[src/dqs_pkg.sv]
package dqs_pkg;

   // Operation codes
   localparam logic [2:0] OP_PUSH_FRONT = 3'd0;
   localparam logic [2:0] OP_PUSH_BACK  = 3'd1;
   localparam logic [2:0] OP_POP_FRONT  = 3'd2;
   localparam logic [2:0] OP_POP_BACK   = 3'd3;
   localparam logic [2:0] OP_CONTAINS   = 3'd4;
   localparam logic [2:0] OP_REMOVE     = 3'd5;

   // Status codes
   localparam logic [1:0] ST_DONE  = 2'd0;
   localparam logic [1:0] ST_EMPTY = 2'd1;
   localparam logic [1:0] ST_FULL  = 2'd2;
   localparam logic [1:0] ST_MISS  = 2'd3;

   typedef logic signed [31:0] word_type;

   typedef struct packed {
      logic [2:0] operation;
      word_type   value;
   } req_payload_type;

   typedef struct packed {
      logic [1:0] status;
      logic       found;
      word_type   front_value;
      word_type   back_value;
      logic [4:0] entry_count;
      logic       is_empty;
   } rsp_payload_type;

   // Command broadcast to every cell
   typedef struct packed {
      logic     push_front;
      logic     push_back;
      logic     pop_front;
      logic     remove;
      word_type value;
   } cell_cmd_type;

endpackage

[src/dqs_if.sv]
interface dqs_req_if;
   import dqs_pkg::*;
   logic            valid;
   logic            ready;
   req_payload_type data;
   modport source (output valid, output data, input ready);
   modport sink   (input valid, input data, output ready);
endinterface

interface dqs_rsp_if;
   import dqs_pkg::*;
   logic            valid;
   logic            ready;
   rsp_payload_type data;
   modport source (output valid, output data, input ready);
   modport sink   (input valid, input data, output ready);
endinterface

[src/deque_with_value_search.sv]
// Double-ended queue with value search, built as a row of DEPTH cells.
// Response is registered: valid in the cycle after the request transfer.
// Throughput: one operation per cycle while no response is stalled; the
// cycle is set by the match and back-value chains rippling through all cells.
// Reset (synchronous) empties the queue and drops any pending response;
// entry storage is not cleared.
module deque_with_value_search #(
   parameter int DEPTH = 16
) (
   input logic      clock,
   input logic      reset,
   dqs_req_if.sink  req_ch,
   dqs_rsp_if.source rsp_ch
);
   import dqs_pkg::*;

   localparam int CW = $clog2(DEPTH + 1);
   localparam logic [CW-1:0] FULL_COUNT = CW'(DEPTH);

   logic [CW-1:0]   occ_ff;
   logic [CW-1:0]   occ_in;
   logic            rsp_valid_ff;
   logic            rsp_valid_in;
   rsp_payload_type rsp_data_ff;
   rsp_payload_type rsp_data_in;

   logic            accept;
   logic            full;
   logic            empty;
   logic            hit;
   logic [2:0]      op;
   cell_cmd_type    cmd;
   logic [31:0]     occ_wide;
   logic [1:0]      status_in;
   logic            found_in;

   word_type        entry_q [DEPTH];
   word_type        next_q  [DEPTH];
   logic            seen_c  [DEPTH+1];
   word_type        back_c  [DEPTH+1];

   assign req_ch.ready = !rsp_valid_ff || rsp_ch.ready;
   assign accept       = req_ch.valid && req_ch.ready;
   assign op           = req_ch.data.operation;
   assign full         = (occ_ff == FULL_COUNT);
   assign empty        = (occ_ff == '0);

   // Command broadcast; all command flags low when nothing is transferred
   always_comb begin
      cmd.value      = req_ch.data.value;
      cmd.push_front = accept && (op == OP_PUSH_FRONT) && !full;
      cmd.push_back  = accept && (op == OP_PUSH_BACK) && !full;
      cmd.pop_front  = accept && (op == OP_POP_FRONT) && !empty;
      cmd.remove     = accept && (op == OP_REMOVE);
   end

   // Row of cells
   assign seen_c[0] = 1'b0;
   assign back_c[0] = '0;

   for (genvar i = 0; i < DEPTH; i++) begin : g_cell
      word_type left_v;
      word_type right_v;
      if (i == 0) begin : g_first
         assign left_v = req_ch.data.value;
      end else begin : g_mid_l
         assign left_v = entry_q[i-1];
      end
      if (i == DEPTH - 1) begin : g_last
         assign right_v = entry_q[i];
      end else begin : g_mid_r
         assign right_v = entry_q[i+1];
      end
      dqs_cell #(.DEPTH(DEPTH), .INDEX(i)) u_cell (
         .clock       (clock),
         .cmd         (cmd),
         .occ         (occ_ff),
         .occ_next    (occ_in),
         .left_value  (left_v),
         .right_value (right_v),
         .seen_in     (seen_c[i]),
         .back_in     (back_c[i]),
         .entry_value (entry_q[i]),
         .entry_next  (next_q[i]),
         .seen_out    (seen_c[i+1]),
         .back_out    (back_c[i+1])
      );
   end

   assign hit = seen_c[DEPTH];

   // Status, found flag and next occupancy
   always_comb begin
      occ_in    = occ_ff;
      status_in = ST_DONE;
      found_in  = 1'b0;
      unique case (op)
         OP_PUSH_FRONT, OP_PUSH_BACK: begin
            if (full) status_in = ST_FULL;
            else      occ_in = occ_ff + CW'(1);
         end
         OP_POP_FRONT, OP_POP_BACK: begin
            if (empty) status_in = ST_EMPTY;
            else       occ_in = occ_ff - CW'(1);
         end
         OP_CONTAINS: begin
            found_in  = hit;
            status_in = hit ? ST_DONE : ST_MISS;
         end
         OP_REMOVE: begin
            found_in  = hit;
            status_in = hit ? ST_DONE : ST_MISS;
            if (hit) occ_in = occ_ff - CW'(1);
         end
         default: begin
         end
      endcase
      if (!accept) occ_in = occ_ff;
   end

   // Queue view after the step
   assign occ_wide = 32'(occ_in);
   always_comb begin
      rsp_data_in.status      = status_in;
      rsp_data_in.found       = found_in;
      rsp_data_in.front_value = (occ_in != '0) ? next_q[0] : '0;
      rsp_data_in.back_value  = back_c[DEPTH];
      rsp_data_in.entry_count = occ_wide[4:0];
      rsp_data_in.is_empty    = (occ_in == '0);
   end

   // Response register
   always_comb begin
      rsp_valid_in = rsp_valid_ff;
      if (rsp_ch.ready) rsp_valid_in = 1'b0;
      if (accept)       rsp_valid_in = 1'b1;
   end

   always_ff @(posedge clock) begin
      if (reset) begin
         occ_ff       <= '0;
         rsp_valid_ff <= 1'b0;
      end else begin
         occ_ff       <= occ_in;
         rsp_valid_ff <= rsp_valid_in;
      end
   end

   always_ff @(posedge clock) begin
      if (accept) rsp_data_ff <= rsp_data_in;
   end

   assign rsp_ch.valid = rsp_valid_ff;
   assign rsp_ch.data  = rsp_data_ff;

endmodule

[src/dqs_cell.sv]
module dqs_cell #(
   parameter  int DEPTH = 16,
   parameter  int INDEX = 0,
   localparam int CW    = $clog2(DEPTH + 1)
) (
   input  logic                 clock,
   input  dqs_pkg::cell_cmd_type cmd,
   input  logic [CW-1:0]        occ,
   input  logic [CW-1:0]        occ_next,
   input  dqs_pkg::word_type    left_value,
   input  dqs_pkg::word_type    right_value,
   input  logic                 seen_in,
   input  dqs_pkg::word_type    back_in,
   output dqs_pkg::word_type    entry_value,
   output dqs_pkg::word_type    entry_next,
   output logic                 seen_out,
   output dqs_pkg::word_type    back_out
);
   import dqs_pkg::*;

   localparam logic [CW-1:0] IDX = CW'(INDEX);

   word_type entry_ff;
   word_type entry_in;
   logic     match;
   logic     shift;
   logic     is_last;

   // Match only on occupied positions; the chain marks the first hit onwards
   assign match    = (entry_ff == cmd.value) && (IDX < occ);
   assign seen_out = seen_in | match;
   assign shift    = cmd.pop_front | (cmd.remove & seen_out);

   // Next entry value
   always_comb begin
      priority if (cmd.push_front) begin
         entry_in = (INDEX == 0) ? cmd.value : left_value;
      end else if (cmd.push_back && IDX == occ) begin
         entry_in = cmd.value;
      end else if (shift) begin
         entry_in = right_value;
      end else begin
         entry_in = entry_ff;
      end
   end

   always_ff @(posedge clock) begin
      entry_ff <= entry_in;
   end

   // Back value: the cell holding the last entry after the step drives the chain
   assign is_last  = (occ_next != '0) && (IDX == occ_next - CW'(1));
   assign back_out = is_last ? (back_in | entry_in) : back_in;

   assign entry_value = entry_ff;
   assign entry_next  = entry_in;

endmodule

[src/flat_wrapper.sv]
// flat-port wrapper written by rule: the top's interface ports become plain ports
module deque_with_value_search_flat import dqs_pkg::*;
#(
   parameter int DEPTH = 16
)
  (clock, reset, req_ch_valid, req_ch_data, req_ch_ready, rsp_ch_valid, rsp_ch_data, rsp_ch_ready);
  dqs_req_if req_ch_i ();
  dqs_rsp_if rsp_ch_i ();
  input logic clock;
  input logic reset;
  input wire logic [$bits(req_ch_i.valid)-1:0] req_ch_valid;
  input wire logic [$bits(req_ch_i.data)-1:0] req_ch_data;
  output wire logic [$bits(req_ch_i.ready)-1:0] req_ch_ready;
  output wire logic [$bits(rsp_ch_i.valid)-1:0] rsp_ch_valid;
  output wire logic [$bits(rsp_ch_i.data)-1:0] rsp_ch_data;
  input wire logic [$bits(rsp_ch_i.ready)-1:0] rsp_ch_ready;
  assign req_ch_i.valid = req_ch_valid;
  assign req_ch_i.data = req_ch_data;
  assign req_ch_ready = req_ch_i.ready;
  assign rsp_ch_valid = rsp_ch_i.valid;
  assign rsp_ch_data = rsp_ch_i.data;
  assign rsp_ch_i.ready = rsp_ch_ready;
  deque_with_value_search #(.DEPTH(DEPTH)) u_core (.clock(clock), .reset(reset), .req_ch(req_ch_i), .rsp_ch(rsp_ch_i));
endmodule
[config.mk]
export PLATFORM = sky130hd
export DESIGN_NAME = deque_with_value_search_flat
export DESIGN_NICKNAME = d
export VERILOG_FILES = /design/src/dqs_pkg.sv /design/src/dqs_if.sv /design/src/deque_with_value_search.sv /design/src/dqs_cell.sv /design/src/flat_wrapper.sv
export SDC_FILE = /design/constraint.sdc
export NUM_CORES = 2
export LEC_CHECK = 0
export ABC_AREA = 1
export BUFFER_PORTS_ARGS = -buffer_cell sky130_fd_sc_hd__buf_2
export CORE_ASPECT_RATIO = 1.2
export CORE_UTILIZATION = 45
export DETAILED_ROUTE_END_ITERATION = 10
export GPL_TIMING_DRIVEN = 0
export MAX_ROUTING_LAYER = met4
export SLEW_MARGIN = 20
export SYNTH_ARGS = -nofsm -noshare
export SYNTH_HDL_FRONTEND = slang
export SYNTH_SLANG_ARGS = --single-unit
export TNS_END_PERCENT = 5
[constraint.sdc]
create_clock -name clock -period 5.6 [get_ports clock]
set_clock_uncertainty 0.15 [all_clocks]
set_input_delay 0.84 -clock clock [delete_from_list [all_inputs] [get_ports clock]]
set_output_delay 0.84 -clock clock [all_outputs]
set_load 0.005 [all_outputs]
==> results of run 1 <==
logic make-up after synthesis:
| family | after synthesis | synth area share |
|---|---|---|
| DFF | 591 | 0.312 |
| buffers and inverters | 1372 | 0.134 |
| xor gates and xnor gates | 234 | 0.0509 |
| and+or+nand+nor | 2110 | 0.228 |
| AOI/OAI and AO/OA | 1948 | 0.274 |
| adders and majority gates | 5 | 0.00155 |
synth_stat cells, drive strengths merged:
master	count
a2111oi	5
buf	162
or2	2
a21oi	437
a31oi	33
o2111ai	13
clkinv	2
o21ai	789
o211ai	111
nand3b	1
inv	841
a22o	2
o221ai	1
a311oi	1
clkbuf	367
dfxtp	518
nor2	631
nand3	60
and2	2
xor2	107
edfxtp	73
o22ai	433
nor4b	2
nand4	329
o221a	1
nor3	20
nand2	1016
o2111a	1
nor4	44
a211oi	18
a22oi	96
ha	5
or4	2
xnor2	127
a221oi	7
and3	1
routing by layer:
layer	global-route usage	overflow
met5	-	-
met4	0.665	96
met3	0.482	5
met2	0.889	183
met1	0.739	3
timing repair:
| action | CTS |
|---|---|
| gates resized for setup | 39 |
| setup buffers | 7 |
| endpoints found under the hold margin | 0 |
| pin swaps | 6 |
| endpoints found under the setup margin | 80 |
metrics by stage:
stage | cell area [sq um] | std cells | util
2_1_floorplan | 40200 | 6260 | -
3_3_place_gp | 42100 | 7497 | 0.478
3_5_place_dp | 42200 | 7499 | 0.479
4_1_cts | 44900 | 7635 | 0.509
==> out/metrics.yaml, run 1 <==
logic_synthesis:
  synth_warnings: 0
  synth_cells: 6260
  yosys.area.top_type: "dfxtp_1"
  synthTopCellsByArea: "dfxtp_1 26%, o21ai_0 9.7%, nand2_1 9.4%, inv_1 7.4%, o22ai_1 6.7%"
  synth_fp_nets: 6304
  yosysSeqAreaShare: 0.312
  avgSynthCellArea_sq_um: 6.43
  synth_top_area_frac: 0.258
  synth_seq_cells: 591
  synth_area_sq_um: 40200
  synth_cell_types: 51
floorplan:
  start_util: 0.457
  fp.dieH_microns: 330
  num_rows: 119
  ioPinCount: 114
  die_x_microns: 275
clocking:
  clock-sinks: 591
  cts_buffers: 71
  hold_buffers: 0
  cts_max_level: 3
  ctsLongestPathBuffers: 3
  cts_root_buf: "clkbuf_16"
placed_design:
  dp_hpwl_microns: 228000
  place.gp.congestion: 1.24
  io_buffers: 88
  dpl_worst_slack_ps: -2480
grt:
  overflow: 287
  grt_max_degree: 54
  grt_pass1_wl_microns: 446000
  grt_use_total: 0.716
  first_global_vias: 53100
run_status:
  stop_stage: "global routing"
  stop_error: "[ERROR GRT-0116] Global routing finished with congestion. Check the congestion regions in the DRC Viewer."
  outcome: "aborted with a tool error"
==> run 2: changes to the inputs <==
- CORE_ASPECT_RATIO: 1.2 -> unset
- CORE_UTILIZATION: 45 -> 30
- MAX_ROUTING_LAYER: met4 -> unset
- PLACE_DENSITY_LB_ADDON: unset -> 0.15
==> run 2 against run 1 <==
Net effect: the flow now finishes, with violations (negative setup slack); synthesized cell count did not move; area after synthesis did not move.
==> out/metrics.yaml, run 2 <==
worst_setup_path:
  crit_buf_inv: 6
  worstSetupPathType: "reg2reg"
  critPathSlowestCell: "a31oi_2"
  cp-end-kind: "flop"
  cpMostUsedCell: "nand2_1"
  cp-start-kind: "flop"
  r2r-end: "u_core.rsp_ch.data[7]$_DFFE_PP_"
  path_delay_family: "simple AND/OR/NAND/NOR gates"
  critPathMaxStageDelay_ps: 680
  worstPathArrival_ps: 6170
  timing.rr.start: "u_core.occ_ff[0]$_SDFF_PP0_"
  path_cells: "inv_4 > ha_1 > inv_1 > nor2_1 > nor3_1 > nand2_1 > buf_2 > nand2_1 > inv_1 > clkbuf_1 > nand2_1 > a31oi_2 > nand4_1 > nand2_1 > nor2_1 > nand2_1 > inv_1 > nand2_1"
  path_max_fanout: 11
  cp.required_ps: 6010
  r2r_cells: 18
  reg2reg_setup_slack_ps: -160
grt:
  globalRouteMet2Util: 0.643
  gr-usage-met1: 0.533
  grt_use_total: 0.433
  grt_use_met3: 0.0750
  first_global_vias: 46100
  grt_max_degree: 43
  top_usage_layer: "met2"
  antenna_found_initial: 16
  overflow: 0
  grt_pass1_wl_microns: 398000
cells_and_area:
  layout.nets: 6499
  seq_area_sq_um: 12600
  drive_above_1_share: 0.0851
  syn2layout_area_growth_pct: 15.5
  layoutNonFillerInstCount: 8300
  layout_common_cells: "986 x nand2_1, 794 x inv_1, 778 x o21ai_0"
  final_common_cell: "nand2_1"
  largest_register_ffs: 512
  final_area_sq_um: 46500
  n_fill_cell: 14900
  multi_input_area_sq_um: 22700
clocking:
  cts.clk_slew.worst_paths_ps: 50
  clk-insertion-delay-late_ps: 740
  cts_root_buf: "clkbuf_16"
  clock-sinks: 591  # unchanged
  cts_tree: "done"
  ctsLongestPathBuffers: 3  # unchanged
  cts_buffers: 83  # +17%
  hold_buffers: 0  # unchanged
  cts_max_level: 3  # unchanged
floorplan:
  num_rows: 134  # +13%
  ioPinCount: 114  # unchanged
  start_util: 0.302  # -0.155
  die_x_microns: 368  # +34%
  fp.dieH_microns: 368  # +12%
  coreArea_sq_um: 133000
  dieArea_sq_um: 136000
drt:
  wl_microns: 304000
  vias: 49300
  drtPass1Iterations: 8
  vias_per_cell: 5.95
  drc: 0
  ant_nets: 0
  drt_iter0_drc: 7350
  wl_per_cell_microns: 36.7
logic_synthesis:
  synth_cell_types: 51  # unchanged
  synth_area_sq_um: 40200  # unchanged
  synthTopCellsByArea: "dfxtp_1 26%, o21ai_0 9.7%, nand2_1 9.4%, inv_1 7.4%, o22ai_1 6.7%"
  yosysMostFrequentCell: "nand2_1"
  synth_top_area_frac: 0.258  # unchanged
  async_flop_share: 0  # unchanged
  synth_cells: 6260  # unchanged
  synth_fp_nets: 6304  # unchanged
  synth_seq_cells: 591  # unchanged
  yosysSeqAreaShare: 0.312  # unchanged
  yosys.area.top_type: "dfxtp_1"
  synth_edf_count: 73  # unchanged
  synth_common_cells: "1007 x nand2_1, 796 x inv_1, 778 x o21ai_0"
  synthFlopType: "dfxtp_1"
  avgSynthCellArea_sq_um: 6.43  # unchanged
  synth_warnings: 0  # unchanged
placed_design:
  place_inst: 8123  # +8.3%
  placed_area_sq_um: 43100  # +2.1%
  io_buffers: 88  # unchanged
  place.gp.congestion: 1.09  # -12%
  dp_hpwl_microns: 255000  # +12%
hold_path:
  min_path_type: "in2reg"
  worstHoldStart: "reset"
  holdPathEnd: "u_core.occ_ff[0]$_SDFF_PP0_"
  hold_depth: 2
timing:
  tightest_slew_ps: 1230
  max-slew-margin-rel: 0.177
  fin_ws_ps: -161
  setup_viol: 11
  period_share: 1.03
  slew_violations: 0
  max_freq_mhz: 174
  final-hold-violation-count: 0
  period_minus_slack_ps: 5760
pwr:
  power.density_nw_per_um2: 527
  p_leak_nw: 20.0
  ir_drop_v: 0.000241
run_status:
  violations: "negative setup slack"
  outcome: "finished, violations left"
flow_run:
  maxCapViolations: 0
-- run 2: cell counts after synthesis --
Identical to the previous run, type by type.
-- run 2: kinds of logic (layout without fill, tap and decap cells) --
| kind of cell | Yosys count | after routing | share of synthesized area |
|---|---|---|---|
| simple gates | 2110 | 2110 | 0.228 |
| compound gates | 1948 | 1948 | 0.274 |
| buf+inv | 1372 | 1636 | 0.134 |
| flops | 591 | 591 | 0.312 |
| xor+xnor | 234 | 234 | 0.0509 |
| fa+ha+maj | 5 | 5 | 0.00155 |
| other cells | 0 | 8 | 0 |
-- run 2: cell type report --
type	count	area share
antenna	8	0.000431
buffer	529	0.0524
clock buffer	114	0.0491
clock inverter	40	0.00889
inverter	843	0.0693
multi-input combinational	4297	0.488
sequential	591	0.270
tap	1768	0.0476
timing repair buffer	110	0.0143
-- run 2: what timing repair did --
action,4_1_cts,5_1_grt
endpoints found under the setup margin,74,32
resized for setup,71,124
setup buffers,8,7
pin swaps,6,7
-- run 2: how the worst max path moves through the flow --
stage,from,endpoint,cells after the start
floorplan,req_ch_data[30],u_core.rsp_ch.data[11]$_DFFE_PP_,23
CTS,u_core.occ_ff[0]$_SDFF_PP0_,u_core.rsp_ch.data[6]$_DFFE_PP_,14
global route,u_core.occ_ff[4]$_SDFF_PP0_,u_core.rsp_ch.data[18]$_DFFE_PP_,35
detailed placement,req_ch_data[13],u_core.rsp_ch.data[21]$_DFFE_PP_,24
global placement,req_ch_data[27],u_core.rsp_ch.data[21]$_DFFE_PP_,25
finish,u_core.occ_ff[0]$_SDFF_PP0_,u_core.rsp_ch.data[7]$_DFFE_PP_,18
-- run 2: report_power, final --
part | leakage [nW] | internal [mW] | switching (mW)
clock network | 1.33 | 3.15 | 2.43
registers | 5.06 | 6.12 | 2.25
logic | 13.6 | 2.83 | 7.72
total | 20.0 | 12.1 | 12.4
-- run 2: per-stage QoR --
stage                     TNS, ps  total power, mW  setup slack [ps]   util  hold WS [ps]
after floorplan                 0             12.8              1340      -           339
after global placement    -594000             18.1             -4030  0.322           338
after detailed placement  -138020             18.1             -2510  0.323           354
after CTS                       0             23.7              26.2  0.346           184
after global routing        -18.7             25.0             -11.2  0.348           234
final                        -657             24.5              -161  0.349           215
-- run 2: layer usage --
layer  wire length (microns)  up-vias
li1                        -    21700
met1                  116000    23600
met2                  128000     3227
met3                   28000      775
met4                   31900       10
met5                      80        -
(Power assumes the default switching activity.)
